<file path="config.mk">
export PLATFORM = sky130hd
export DESIGN_NAME = radix_integer_to_digits_top_flat
export DESIGN_NICKNAME = d
export VERILOG_FILES = /design/src/hw/rtl/rid_pkg.sv /design/src/hw/rtl/rid_channels.sv /design/src/hw/rtl/radix_integer_to_digits_top.sv /design/src/hw/rtl/rid_ram.sv /design/src/hw/rtl/rid_front.sv /design/src/hw/rtl/rid_back.sv /design/src/flat_wrapper.sv
export SDC_FILE = /design/constraint.sdc
export NUM_CORES = 1
export LEC_CHECK = 0
export BUFFER_PORTS_ARGS = -buffer_cell sky130_fd_sc_hd__buf_2
export CAP_MARGIN = 20
export CELL_PAD_IN_SITES_DETAIL_PLACEMENT = 0
export CELL_PAD_IN_SITES_GLOBAL_PLACEMENT = 1
export CORE_UTILIZATION = 55
export DETAILED_ROUTE_END_ITERATION = 8
export GPL_ROUTABILITY_DRIVEN = 0
export MAX_ROUTING_LAYER = met4
export PLACE_DENSITY = 0.84
export SETUP_SLACK_MARGIN = 0.02
export SLEW_MARGIN = 25
export SYNTH_ARGS = -nofsm -noshare
export SYNTH_HDL_FRONTEND = slang
export SYNTH_SLANG_ARGS = --single-unit
</file>
<file path="constraint.sdc">
create_clock -name clock -period 42.4 [get_ports clock]
set_input_delay 4.24 -clock clock [delete_from_list [all_inputs] [get_ports clock]]
set_output_delay 4.24 -clock clock [all_outputs]
set_load 0.01 [all_outputs]
</file>
<file path="src/hw/rtl/rid_pkg.sv">
`timescale 1ns / 1ps
// ----------------------------------------------------------------------------
// rid_pkg: shared types and constants for the radix integer to digits block
// Holds field widths, radix limits, ASCII anchors, the job word passed from
// front to back, the back-end state type and the digit to character mapping.
// ----------------------------------------------------------------------------
package rid_pkg;

   localparam int VALUE_W     = 32;
   localparam int DIGIT_W     = 6;
   localparam int CHAR_W      = 7;
   localparam int RADIX_W     = 6;

   // divide step: bits of quotient produced per clock
   localparam int STEP_BITS   = 8;
   localparam int DIV_STEPS   = VALUE_W / STEP_BITS;
   localparam int STEP_CNT_W  = $clog2(DIV_STEPS);

   localparam logic [RADIX_W-1:0] RADIX_RESET = 6'd10;
   localparam logic [RADIX_W-1:0] RADIX_MIN   = 6'd2;
   localparam logic [RADIX_W-1:0] RADIX_MAX   = 6'd62;

   localparam logic [CHAR_W-1:0]  CHAR_ZERO   = 7'h30;   // '0'
   localparam logic [CHAR_W-1:0]  CHAR_UPPER  = 7'h41;   // 'A'
   localparam logic [CHAR_W-1:0]  CHAR_LOWER  = 7'h61;   // 'a'

   localparam logic [DIGIT_W-1:0] DIGIT_UPPER_BASE = 6'd10;
   localparam logic [DIGIT_W-1:0] DIGIT_LOWER_BASE = 6'd36;

   typedef struct packed {
      logic [VALUE_W-1:0] value;
      logic [RADIX_W-1:0] base;
   } rid_job_type;

   typedef enum logic [1:0] {
      BK_IDLE,
      BK_DIV,
      BK_LOAD,
      BK_SHOW
   } rid_back_state_type;

   function automatic logic [CHAR_W-1:0] digit_to_char(input logic [DIGIT_W-1:0] d);
      logic [CHAR_W-1:0] c;
      if (d < DIGIT_UPPER_BASE) begin
         c = CHAR_ZERO + {1'b0, d};
      end else if (d < DIGIT_LOWER_BASE) begin
         c = CHAR_UPPER + {1'b0, d - DIGIT_UPPER_BASE};
      end else begin
         c = CHAR_LOWER + {1'b0, d - DIGIT_LOWER_BASE};
      end
      return c;
   endfunction

endpackage

</file>
<file path="src/hw/rtl/rid_channels.sv">
`timescale 1ns / 1ps
// ----------------------------------------------------------------------------
// rid channels: valid/ready interfaces of the radix integer to digits block
// rid_req_if carries the value to convert, rid_rsp_if one digit character.
// ----------------------------------------------------------------------------
interface rid_req_if
   import rid_pkg::*;
();
   logic               valid;
   logic               ready;
   logic [VALUE_W-1:0] value;

   modport source (output valid, output value, input ready);
   modport sink   (input valid, input value, output ready);
endinterface

interface rid_rsp_if
   import rid_pkg::*;
();
   logic              valid;
   logic              ready;
   logic [CHAR_W-1:0] digit_char;
   logic              last_digit;

   modport source (output valid, output digit_char, output last_digit, input ready);
   modport sink   (input valid, input digit_char, input last_digit, output ready);
endinterface

</file>
<file path="src/hw/rtl/radix_integer_to_digits_top.sv">
`timescale 1ns / 1ps
// ----------------------------------------------------------------------------
// radix_integer_to_digits_top: unsigned 32-bit value to ASCII digit string
// Converts each value to its digits in the configured radix, most
// significant first, with last_digit set on the final character.
// ----------------------------------------------------------------------------
// Each value on req_bus becomes one word per digit on rsp_bus, most
// significant first; zero gives a single '0'. Digits 0-9 map to '0'-'9',
// 10-35 to 'A'-'Z' and 36-61 to 'a'-'z'. The radix is written on csr_wr_data
// with csr_wr_en; values below 2 act as 2 and 63 acts as 62; reset radix is
// 10. Each value is popped from the queue, divided by the radix once per digit
// with each remainder stored, and the first digit read back; the digits then
// leave one a cycle while rsp_bus is ready. The divider forms eight quotient
// bits a cycle. A two-entry queue in the front takes new values while the
// back end is busy. Only the MAX_DIGITS least significant digits of a value
// are kept.
module radix_integer_to_digits_top
   import rid_pkg::*;
#(
   parameter int MAX_DIGITS = 32
) (
   input  logic               clock,
   input  logic               reset,
   input  logic               csr_wr_en,
   input  logic [RADIX_W-1:0] csr_wr_data,
   rid_req_if.sink            req_bus,
   rid_rsp_if.source          rsp_bus
);

   logic        job_valid;
   logic        job_pop;
   rid_job_type job;

   rid_front u_front (
      .clock       (clock),
      .reset       (reset),
      .csr_wr_en   (csr_wr_en),
      .csr_wr_data (csr_wr_data),
      .req         (req_bus),
      .job_valid   (job_valid),
      .job         (job),
      .job_pop     (job_pop)
   );

   rid_back #(
      .MAX_DIGITS (MAX_DIGITS)
   ) u_back (
      .clock     (clock),
      .reset     (reset),
      .job_valid (job_valid),
      .job       (job),
      .job_pop   (job_pop),
      .rsp       (rsp_bus)
   );

endmodule

</file>
<file path="src/hw/rtl/rid_ram.sv">
`timescale 1ns / 1ps
// ----------------------------------------------------------------------------
// rid_ram: generic single write, single read RAM
// One write port, one read port with registered read data held between reads.
// ----------------------------------------------------------------------------
module rid_ram #(
   parameter int WIDTH = 6,
   parameter int DEPTH = 32
) (
   input  logic                     clock,
   input  logic                     wr_en,
   input  logic [$clog2(DEPTH)-1:0] wr_addr,
   input  logic [WIDTH-1:0]         wr_data,
   input  logic                     rd_en,
   input  logic [$clog2(DEPTH)-1:0] rd_addr,
   output logic [WIDTH-1:0]         rd_data
);

   logic [WIDTH-1:0] mem_ff [DEPTH];
   logic [WIDTH-1:0] rd_data_ff;

   always_ff @(posedge clock) begin
      if (wr_en) begin
         mem_ff[wr_addr] <= wr_data;
      end
      if (rd_en) begin
         rd_data_ff <= mem_ff[rd_addr];
      end
   end

   assign rd_data = rd_data_ff;

endmodule

</file>
<file path="src/hw/rtl/rid_front.sv">
`timescale 1ns / 1ps
// ----------------------------------------------------------------------------
// rid_front: request intake for the radix integer to digits block
// Holds the radix register, clamps it into 2..62 and queues each accepted
// value with its base in a two-entry queue for the back end.
// ----------------------------------------------------------------------------
module rid_front
   import rid_pkg::*;
(
   input  logic                clock,
   input  logic                reset,
   input  logic                csr_wr_en,
   input  logic [RADIX_W-1:0]  csr_wr_data,
   rid_req_if.sink             req,
   output logic                job_valid,
   output rid_job_type         job,
   input  logic                job_pop
);

   localparam int QDEPTH = 2;

   logic [RADIX_W-1:0] radix_ff, radix_in;
   logic [RADIX_W-1:0] base;
   rid_job_type        job_ff [QDEPTH];
   logic [1:0]         fill_ff, fill_in;
   logic               wr_ptr_ff, wr_ptr_in;
   logic               rd_ptr_ff, rd_ptr_in;
   logic               push;

   always_comb begin
      radix_in = csr_wr_en ? csr_wr_data : radix_ff;
      if (radix_ff < RADIX_MIN) begin
         base = RADIX_MIN;
      end else if (radix_ff > RADIX_MAX) begin
         base = RADIX_MAX;
      end else begin
         base = radix_ff;
      end
   end

   assign req.ready = (fill_ff != 2'(QDEPTH));
   assign push      = req.valid && req.ready;
   assign job_valid = (fill_ff != 2'd0);
   assign job       = job_ff[rd_ptr_ff];

   always_comb begin
      wr_ptr_in = push ? ~wr_ptr_ff : wr_ptr_ff;
      rd_ptr_in = job_pop ? ~rd_ptr_ff : rd_ptr_ff;
      fill_in   = fill_ff;
      if (push && !job_pop) begin
         fill_in = fill_ff + 2'd1;
      end else if (!push && job_pop) begin
         fill_in = fill_ff - 2'd1;
      end
   end

   always_ff @(posedge clock) begin
      if (reset) begin
         radix_ff  <= RADIX_RESET;
         fill_ff   <= 2'd0;
         wr_ptr_ff <= 1'b0;
         rd_ptr_ff <= 1'b0;
      end else begin
         radix_ff  <= radix_in;
         fill_ff   <= fill_in;
         wr_ptr_ff <= wr_ptr_in;
         rd_ptr_ff <= rd_ptr_in;
      end
   end

   always_ff @(posedge clock) begin
      if (push) begin
         job_ff[wr_ptr_ff] <= '{value: req.value, base: base};
      end
   end

endmodule

</file>
<file path="src/hw/rtl/rid_back.sv">
`timescale 1ns / 1ps
// ----------------------------------------------------------------------------
// rid_back: divide and emit engine of the radix integer to digits block
// Divides the value by the base eight quotient bits a cycle, stores each
// remainder digit, then reads the digits back most significant first.
// ----------------------------------------------------------------------------
module rid_back
   import rid_pkg::*;
#(
   parameter int MAX_DIGITS = 32
) (
   input  logic        clock,
   input  logic        reset,
   input  logic        job_valid,
   input  rid_job_type job,
   output logic        job_pop,
   rid_rsp_if.source   rsp
);

   localparam int CNT_W  = $clog2(MAX_DIGITS + 1);
   localparam int ADDR_W = $clog2(MAX_DIGITS);

   rid_back_state_type      state_ff, state_in;
   logic [VALUE_W-1:0]      quot_ff, quot_in;
   logic [RADIX_W-1:0]      base_ff, base_in;
   logic [DIGIT_W-1:0]      rem_ff, rem_in;
   logic [STEP_CNT_W-1:0]   chunk_ff, chunk_in;
   logic [CNT_W-1:0]        count_ff, count_in;
   logic [ADDR_W-1:0]       idx_ff, idx_in;

   logic [DIGIT_W-1:0]      rem_step;
   logic [STEP_BITS-1:0]    qbits;
   logic [VALUE_W-1:0]      quot_step;
   logic [CNT_W-1:0]        count_inc;

   logic                    wr_en;
   logic                    rd_en;
   logic [ADDR_W-1:0]       rd_addr;
   logic [DIGIT_W-1:0]      rd_data;

   // restoring divide, one quotient bit per step
   always_comb begin
      logic [DIGIT_W:0] t;
      rem_step = rem_ff;
      qbits    = '0;
      for (int i = 0; i < STEP_BITS; i++) begin
         t = {rem_step, quot_ff[VALUE_W-1-i]};
         if (t >= {1'b0, base_ff}) begin
            rem_step             = DIGIT_W'(t - {1'b0, base_ff});
            qbits[STEP_BITS-1-i] = 1'b1;
         end else begin
            rem_step = t[DIGIT_W-1:0];
         end
      end
      quot_step = {quot_ff[VALUE_W-STEP_BITS-1:0], qbits};
   end

   assign count_inc = count_ff + CNT_W'(1);

   always_comb begin
      state_in = state_ff;
      quot_in  = quot_ff;
      base_in  = base_ff;
      rem_in   = rem_ff;
      chunk_in = chunk_ff;
      count_in = count_ff;
      idx_in   = idx_ff;
      job_pop  = 1'b0;
      wr_en    = 1'b0;
      rd_en    = 1'b0;
      rd_addr  = idx_ff;
      unique case (state_ff)
         BK_IDLE: begin
            if (job_valid) begin
               job_pop  = 1'b1;
               quot_in  = job.value;
               base_in  = job.base;
               rem_in   = '0;
               chunk_in = '0;
               count_in = '0;
               state_in = BK_DIV;
            end
         end
         BK_DIV: begin
            quot_in  = quot_step;
            rem_in   = rem_step;
            chunk_in = chunk_ff + STEP_CNT_W'(1);
            if (chunk_ff == STEP_CNT_W'(DIV_STEPS - 1)) begin
               // one full division done: store the digit, go again or emit
               wr_en    = 1'b1;
               count_in = count_inc;
               rem_in   = '0;
               chunk_in = '0;
               if (quot_step == '0 || count_inc >= CNT_W'(MAX_DIGITS)) begin
                  state_in = BK_LOAD;
               end
            end
         end
         BK_LOAD: begin
            rd_en    = 1'b1;
            rd_addr  = ADDR_W'(count_ff - CNT_W'(1));
            idx_in   = rd_addr;
            state_in = BK_SHOW;
         end
         BK_SHOW: begin
            if (rsp.ready) begin
               if (idx_ff == '0) begin
                  state_in = BK_IDLE;
               end else begin
                  // fetch the next digit as this word leaves
                  rd_en   = 1'b1;
                  rd_addr = idx_ff - ADDR_W'(1);
                  idx_in  = rd_addr;
               end
            end
         end
         default: state_in = BK_IDLE;
      endcase
   end

   always_ff @(posedge clock) begin
      if (reset) begin
         state_ff <= BK_IDLE;
      end else begin
         state_ff <= state_in;
      end
   end

   always_ff @(posedge clock) begin
      quot_ff  <= quot_in;
      base_ff  <= base_in;
      rem_ff   <= rem_in;
      chunk_ff <= chunk_in;
      count_ff <= count_in;
      idx_ff   <= idx_in;
   end

   rid_ram #(
      .WIDTH (DIGIT_W),
      .DEPTH (MAX_DIGITS)
   ) u_digit_store (
      .clock   (clock),
      .wr_en   (wr_en),
      .wr_addr (count_ff[ADDR_W-1:0]),
      .wr_data (rem_step),
      .rd_en   (rd_en),
      .rd_addr (rd_addr),
      .rd_data (rd_data)
   );

   assign rsp.valid      = (state_ff == BK_SHOW);
   assign rsp.digit_char = digit_to_char(rd_data);
   assign rsp.last_digit = (idx_ff == '0);

endmodule
</file>
<file path="src/flat_wrapper.sv">
// flat-port wrapper written by rule: the top's interface ports become plain ports
module radix_integer_to_digits_top_flat import rid_pkg::*;
#(
   parameter int MAX_DIGITS = 32
)
  (clock, reset, csr_wr_en, csr_wr_data, req_bus_valid, req_bus_value, req_bus_ready, rsp_bus_valid, rsp_bus_digit_char, rsp_bus_last_digit, rsp_bus_ready);
  rid_req_if req_bus_i ();
  rid_rsp_if rsp_bus_i ();
  input  logic clock;
  input  logic reset;
  input  logic csr_wr_en;
  input  logic [RADIX_W-1:0] csr_wr_data;
  input wire logic [$bits(req_bus_i.valid)-1:0] req_bus_valid;
  input wire logic [$bits(req_bus_i.value)-1:0] req_bus_value;
  output wire logic [$bits(req_bus_i.ready)-1:0] req_bus_ready;
  output wire logic [$bits(rsp_bus_i.valid)-1:0] rsp_bus_valid;
  output wire logic [$bits(rsp_bus_i.digit_char)-1:0] rsp_bus_digit_char;
  output wire logic [$bits(rsp_bus_i.last_digit)-1:0] rsp_bus_last_digit;
  input wire logic [$bits(rsp_bus_i.ready)-1:0] rsp_bus_ready;
  assign req_bus_i.valid = req_bus_valid;
  assign req_bus_i.value = req_bus_value;
  assign req_bus_ready = req_bus_i.ready;
  assign rsp_bus_valid = rsp_bus_i.valid;
  assign rsp_bus_digit_char = rsp_bus_i.digit_char;
  assign rsp_bus_last_digit = rsp_bus_i.last_digit;
  assign rsp_bus_i.ready = rsp_bus_ready;
  radix_integer_to_digits_top #(.MAX_DIGITS(MAX_DIGITS)) u_core (.clock(clock), .reset(reset), .csr_wr_en(csr_wr_en), .csr_wr_data(csr_wr_data), .req_bus(req_bus_i), .rsp_bus(rsp_bus_i));
endmodule
</file>
==> results of run 1 <==
-- cell families after synthesis --
logic type                 count (synthesis)  share of synthesized area [%]
xor gates and xnor gates                  46                           2.37
adders and majority gates                 80                           6.23
muxes                                     73                           4.72
AOI/OAI and AO/OA                        316                           12.7
DFF                                      344                           59.6
and+or+nand+nor                          402                           11.6
buffers and inverters                    118                           2.71
-- flip-flops by register name (all words and copies together) (netlist names), 2 cells and up, named ones only --
signal,cells
u_core.u_front.fill_ff,2
u_core.u_back.rem_ff,6
u_core.u_back.chunk_ff,2
u_core.u_back.u_digit_store.rd_data,6
u_core.u_back.base_ff,6
u_core.u_back.count_ff,6
u_core.u_front.job_ff,76
u_core.u_back.state_ff,2
u_core.u_back.idx_ff,5
u_core.u_back.quot_ff,32
u_core.u_back.u_digit_store.mem_ff,192
u_core.u_front.radix_ff,6
-- worst paths after layout --
path,to,cells past startpoint
max reg2reg,u_core.u_back.u_digit_store.mem_ff[17][0]$_DFFE_PP_,70
min reg2reg,u_core.u_front.radix_ff[0]$_SDFFE_PP0P_,2
max,u_core.u_back.u_digit_store.mem_ff[17][0]$_DFFE_PP_,70
min,u_core.u_front.radix_ff[0]$_SDFFE_PP0P_,2
-- critical path: cells and delay by family, from the launching register on --
kind                       cells  cell delay (ns)
AOI/OAI and AO/OA             34             9.29
and+or+nand+nor               16             3.44
muxes                          6             2.63
adders and majority gates      8             2.37
buffers and inverters          6             0.84
DFF                            1             0.70
-- through the flow --
stage	cell area, um2	util, %	hold slack, ns	setup WS (ns)
after floorplan	17000	-	0.453	24.79
after global placement	17700	57.9	0.478	23.32
final	18900	61.9	0.503	22.74
after detailed placement	17700	58.0	0.492	22.83
after global routing	18900	61.9	0.539	21.33
after CTS	18800	61.8	0.503	22.79
-- layer usage --
layer  routed length [um]  global-route usage, %  part of all wire [%]
met1                15900                   31.6                    44
met2                16900                   37.9                    47
met3                 2120                   4.26                   5.9
met4                 1000                   7.62                   2.8
met5                    0                      -                     0
-- layout make-up --
type / count / area, um2
Fill cell: 2367 / 11600
Inverter: 53 / 199
Timing Repair Buffer: 67 / 405
Clock inverter: 13 / 155
Tap cell: 396 / 495
Sequential cell: 344 / 10200
Clock buffer: 51 / 998
Multi-Input combinational cell: 917 / 6470
-- placed cells by master (no fill, tap or decap), drive strengths merged, types with 25 or more instances in the layout --
master / synthesis / final
clkbuf: 56 / 51
mux2i: 44 / 44
inv: 53 / 54
a21oi: 53 / 53
and2: 61 / 61
mux2: 29 / 29
edfxtp: 326 / 326
nor2: 68 / 68
nand2: 166 / 166
o21ai: 65 / 65
a311oi: 25 / 25
xnor2: 27 / 27
ha: 72 / 72
a211oi: 74 / 74
buf: 9 / 67
a31oi: 28 / 28
==> results by stage, run 1 <==
Die:
- Measured along the y axis, the die boundary spans about 180 um.
- The initial standard-cell utilization of the core is between 50 and 60%.
- The die outline width is 178 um.
- The boundary pin count is 53.
- The core region is 30500 um2.
- The die area is 31700 um2.
- The total number of placement rows is 64.

Logic synthesis:
- The most common cell in the synthesized netlist is sky130_fd_sc_hd__edfxtp_1.
- During synthesis, Yosys emitted a total of 0 warnings.
- Of all cell types, the one taking the most synthesized area is sky130_fd_sc_hd__edfxtp_1.
- The number of synthesized flops with an enable pin is approximately 330.
- The proportion of netlist area held by the largest area contributor is 57.5%.
- Dividing the synthesized area by the synthesized cell count gives 12.3 um2.
- Sorting the synthesized cells by area gives the leading types as sky130_fd_sc_hd__edfxtp_1, sky130_fd_sc_hd__ha_1, sky130_fd_sc_hd__nand2_1.
- The number of nets produced by synthesis is 1502.
- After synthesis, the most frequently instantiated cells are sky130_fd_sc_hd__edfxtp_1, sky130_fd_sc_hd__nand2_1, sky130_fd_sc_hd__ha_1.
- The post-synthesis sequential element count is 344.
- The post-synthesis sequential area ratio is 59.6%.
- Among all flip-flop cells after synthesis, the most frequent one is sky130_fd_sc_hd__edfxtp_1.
- The area of the mapped netlist is 17000 um2.
- After synthesis, the netlist uses 80 different library cells.
- The number of standard cells after synthesis is 1379.
- In the synthesized netlist the async set-or-reset flop fraction comes to 0%.

Drt:
- After detailed routing, the average wire length per cell comes to a little under 20 um.
- Summed over all layers, the routed wires come to ~36000 um.
- In this run the remaining antenna-violating nets after routing total 0.
- Across all layers, the routed design uses 10800 vias.
- The length of the first detailed-routing pass in iterations is 7.
- The via density per instance is 5.87.
- The number of design rule violations left after detail routing is 0.
- For this block, the initial DRC count from the detailed router was a little under 800.

GRT:
- The wire length of the first global-routing pass is 56400 um.
- Entering global routing, the biggest net connects 98 pins.
- The total overflow left after global routing is 0.
- The global-route usage over all layers is 24.0%.
- The number of antenna violations at the first check in global routing is 0.
- The via count of the first global-routing pass is approximately 10000.

STA:
- Setup repair after global routing left no endpoint under its margin.
- The setup TNS after final layout is 0 ns.
- Setup violations remaining at the end of the flow were counted as 0.
- The minimum clock period is around 20 ns.
- The number of slew-limit violations in the final report was 0.
- The fraction of the cycle the final worst path needs is 46.4%.
- For this run, the top clock speed supported by timing is 50.9 MHz.
- The final hold violation count is 0.
- The slew at the pin closest to its max-slew limit is 0.864 ns.
- On the final layout, the worst clock skew is between 0.03 and 0.04 ns.
- The normalized max-slew margin is between 40 and 50%.

Clocking:
- The root buffer cell chosen for the clock tree is sky130_fd_sc_hd__clkbuf_16.
- The clock latency on the worst-skew pair is about 0.54 ns.
- The H-tree generated during clock tree synthesis spans 2 levels.
- The sink count of the clock tree is 344.
- After clock tree synthesis, the flow added hold-fix buffers numbering 0.
- Clock-pin slew was measured on the worst setup and hold paths at 0.06 ns.
- The count of cells resized by post-cts repair is 0.
- TritonCTS created 36 clock buffers.
- Once the clock tree was built, the setup fixing pass inserted 0 buffers.
- TritonCTS built the clock tree.
- No sink is reached through more buffers than the 3 on the longest clock path.

Placement:
- Once detailed placement completed, the half-perimeter wirelength came to 24200 um.
- Once placement completed, the tool counted placed cells totaling 1776.
- The count of input and output buffers is 52.

Status:
- The flow ran to the end, and the final reports show no timing, DRC or antenna violations.

Critical path:
- The cell that appears most often on the critical path is sky130_fd_sc_hd__ha_1.
- The cell with the largest stage delay on the worst path is sky130_fd_sc_hd__mux2i_4.
- The startpoint identified for the worst register-to-register timing path is u_core.u_back.base_ff[1]$_DFFE_PP_.
- The critical path launch point is u_core.u_back.base_ff[1]$_DFFE_PP_.
- The type of element capturing the critical path is a flop.
- The largest single stage delay on the critical path is 0.82 ns.
- The critical path required time is 42.59 ns.
- The kind of launch point of the worst setup path is a flop.
- The data arrival time of the critical path is 19.86 ns.
- In this run the worst path has a maximum fanout of 33.
- The critical path is of the flop to flop type.
- The slack of the worst reg-to-reg path is 22.74 ns.

Final layout:
- The final net count is 1542.
- The share of layout cells above drive strength 1 is approximately an eighth.
- The area growth from synthesis to layout is 10.9%.
- The diode insertion count for antenna repair is 0.
- The final standard cell count with taps included and fillers excluded is 1841.

Min path:
- The worst min-delay path class is flop to flop.
- In this run the most critical hold path is launched from u_core.u_front.radix_ff[0]$_SDFFE_PP0P_.

Run:
- The max-capacitance violation count is 0.
Power of run 1 is left out: the tool's default activity adds up to more than one toggle a clock period on the data nets, which glitch-free logic cannot reach.
==> run 2: changes to the inputs <==
--- a/config.mk
+++ b/config.mk
@@ -9,11 +9,11 @@
 export CAP_MARGIN = 20
 export CELL_PAD_IN_SITES_DETAIL_PLACEMENT = 0
 export CELL_PAD_IN_SITES_GLOBAL_PLACEMENT = 1
-export CORE_UTILIZATION = 55
+export CORE_UTILIZATION = 52
 export DETAILED_ROUTE_END_ITERATION = 8
 export GPL_ROUTABILITY_DRIVEN = 0
 export MAX_ROUTING_LAYER = met4
-export PLACE_DENSITY = 0.84
+export PLACE_DENSITY = 0.81
 export SETUP_SLACK_MARGIN = 0.02
 export SLEW_MARGIN = 25
 export SYNTH_ARGS = -nofsm -noshare
==> constraint.sdc (replaced) <==
create_clock -name clock -period 19.7 [get_ports clock]
set_input_delay 1.97 -clock clock [delete_from_list [all_inputs] [get_ports clock]]
set_output_delay 1.97 -clock clock [all_outputs]
set_load 0.01 [all_outputs]
==> run 2 against run 1 <==
  * Final area up 0.63%
  * Setup slack worse by 22 ns
  * Register-to-register slack got worse by 22 ns
  * Sequential cell count did not move
  * Utilization decreased by 2.3 points
  * Non-clock buffer count increased by 11
  * Critical path type unchanged
  * Routed wire length is 1.3% higher
  * Fmax rose by 6.2%
  * Clock skew is 0.022 ns lower
  * Hold slack got worse by 0.010 ns
==> results by stage, run 2 (same netlist as run 1, synthesis figures left out) <==
Clocking:
- The number of buffers on the longest clock path is 3.
- Buffers inserted to repair hold after CTS numbered 0.
- TritonCTS built the clock tree.
- The tree is rooted in a sky130_fd_sc_hd__clkbuf_16.
- The clock latency on the worst-skew pair is 0.52 ns.
- The post-CTS clock slew at the launch and capture registers of the worst setup and hold paths is 0.06 ns.
- The H-tree generated during clock tree synthesis spans 2 levels.
- The sink count of the clock tree is 344.
- The total clock buffers created by CTS is 36.

Drt:
- The number of design rule violations left after detail routing is 0.
- The violation count after the first detailed-route iteration is ~820.
- The length of the first detailed-routing pass in iterations is 5.
- The number of vias after detailed routing is 10900.
- Once detail routing completed, the nets flagged for antenna violations numbered 0.
- The via density per instance is 5.78.
- The mean routed wirelength per cell is 19.2 um.
- The final layout contains routed wiring with a total length of 36300 um.

Die:
- The boundary pin count is 53.
- The die covers 33500 um2.
- The floorplan step set the die width to roughly 180 um.
- After floorplanning, the core was sized to cover 31900 um2.
- The die is about 180 um tall.
- The total number of placement rows is 65.
- Once the floorplan was initialized, standard cells occupied a little over half of the core.

Final layout:
- The share of layout cells above drive strength 1 is about an eighth.
- The area growth from synthesis to layout is 11.6%.
- The register containing the most flip-flops in the final layout is u_core.u_back.u_digit_store.mem_ff.
- In the final layout, the registers with the most flip-flops are u_core.u_back.u_digit_store.mem_ff (192), u_core.u_front.job_ff (76), u_core.u_back.quot_ff (32).
- Leaving out fill and tap cells, the most frequent cell in the layout is sky130_fd_sc_hd__edfxtp_1.
- The filler cell count is 2622.
- In the layout the commonest cells are sky130_fd_sc_hd__edfxtp_1, sky130_fd_sc_hd__nand2_1, sky130_fd_sc_hd__a211oi_1, sky130_fd_sc_hd__ha_1, sky130_fd_sc_hd__nor2_1.
- The fraction of the core area covered by cells at the end of the flow is 59.6%.
- The final net count is 1553.
- The number of flip-flops in the largest register is 192.
- The diode insertion count for antenna repair is 0.

Placement:
- Once detailed placement completed, the half-perimeter wirelength came to approximately 24000 um.
- Input and output buffers added on the ports amount to between 50 and 60.

STA:
- The normalized max-slew margin is 51.9%.
- Counting I/O delays and the setup requirement, the final critical path takes 18.52 ns.
- The fmax is around 54 MHz.
- The fraction of the cycle the final worst path needs is a little over nine tenths.
- Between clock sinks in the finished design, the worst skew comes to 0.0158 ns.
- Setup repair after global routing left no endpoint under its margin.
- The final count of negative-setup-slack endpoints is 0.
- The final hold violation count is 0.
- The number of slew-limit violations in the final report is 0.
- The slew at the pin closest to its max-slew limit is 0.722 ns.
- Summed over all failing endpoints, the final setup total negative slack is 0 ns.

Critical path:
- The critical path start-end classification is flop to flop.
- The data arrival time of the critical path is 18.79 ns.
- The type of element capturing the critical path is a flop.
- The critical path required time is 19.97 ns.
- The worst-path maximum fanout is 33.
- By instance count, the cell type seen most on the critical path is sky130_fd_sc_hd__ha_1.
- On the worst path, the slowest cell contributes a delay of 0.58 ns.
- STA classifies the critical path startpoint as a flop.
- The largest individual stage delay along the critical path comes from the cell sky130_fd_sc_hd__or4_4.

Min path:
- The worst min-delay path class is flop to flop.

Status:
- The flow ran to the end, and the final reports show no timing, DRC or antenna violations.

GRT:
- Across every metal layer, demand over resource in global routing totals 22.7%.
- The first global-routing pass estimated 57200 um of wire.
- The via count of the first global-routing pass is 10700.
- The number of antenna violations at the first check in global routing came to 0.
- For this run the aggregate overflow at the end of global routing stands at 0.
- Entering global routing, the biggest net connects 98 pins.

Run:
- The max-capacitance violation count is 0.
-- run 2: cell types whose count changed in the layout (fill, tap and decap cells not counted), sizes merged --
cell	previous run	this run
buf	67	78
inv	54	55
clkinv	10	14
bufinv	2	3
clkbuf	51	45
-- run 2: timing repair --
item                                    in CTS  in global routing
endpoints found under the setup margin       0                198
buffers inserted                             0                  4
gates resized for setup                      0                  3
-- run 2: area by class of cell --
class	count	area, um2	share of cell area [%]
sequential	344	10200	53.4
multi-input combinational	917	6480	34.1
clock buffer	45	945	4.97
tap	435	544	2.87
timing repair buffer	78	500	2.63
inverter	53	199	1.05
clock inverter	19	178	0.935
-- run 2: worst paths after layout --
check / from / to / slack (ns) / depth (start not counted)
setup / recovery: u_core.u_back.base_ff[5]$_DFFE_PP_ / u_core.u_back.rem_ff[4]$_SDFFCE_PP0P_ / 1.18 / 73
hold / removal: u_core.u_front.radix_ff[0]$_SDFFE_PP0P_ / u_core.u_front.radix_ff[0]$_SDFFE_PP0P_ / 0.49 / 2
setup reg to reg: u_core.u_back.base_ff[5]$_DFFE_PP_ / u_core.u_back.rem_ff[4]$_SDFFCE_PP0P_ / 1.18 / 73
hold reg to reg: u_core.u_front.radix_ff[0]$_SDFFE_PP0P_ / u_core.u_front.radix_ff[0]$_SDFFE_PP0P_ / 0.49 / 2
-- run 2: layer usage --
metal  share of wire (%)  vias to the layer above  wire length, um  global-route usage (%)
li1                    -                     5274                -                       -
met1                  42                     5280            15200                    27.7
met2                  49                      292            17900                    38.2
met3                 4.7                       81             1710                    2.82
met4                 4.1                        0             1500                    9.67
met5                   0                        -                0                       -
-- run 2: worst max-delay path, delay by kind of cell, from the launching register on --
| family | cells | cell delay, ns |
|---|---|---|
| AO/OA/AOI/OAI | 34 | 8.68 |
| multiplexers | 6 | 2.29 |
| adder cells (fa/ha/maj) | 8 | 2.30 |
| flip-flops | 1 | 0.35 |
| AND/OR/NAND/NOR | 18 | 3.86 |
| buffers and inverters | 7 | 0.80 |
-- run 2: metrics by stage --
step	setup slack [ns]	hold slack, ns	instances	area (um2)
after CTS	0.658	0.494	1886	18900
after global placement	1.25	0.484	1821	17800
final	1.18	0.493	1891	19000
after detailed placement	0.772	0.478	1822	17800
after floorplan	2.09	0.453	1379	17000
after global routing	0.115	0.514	1891	19000
Power of run 2 is left out for the same reason.
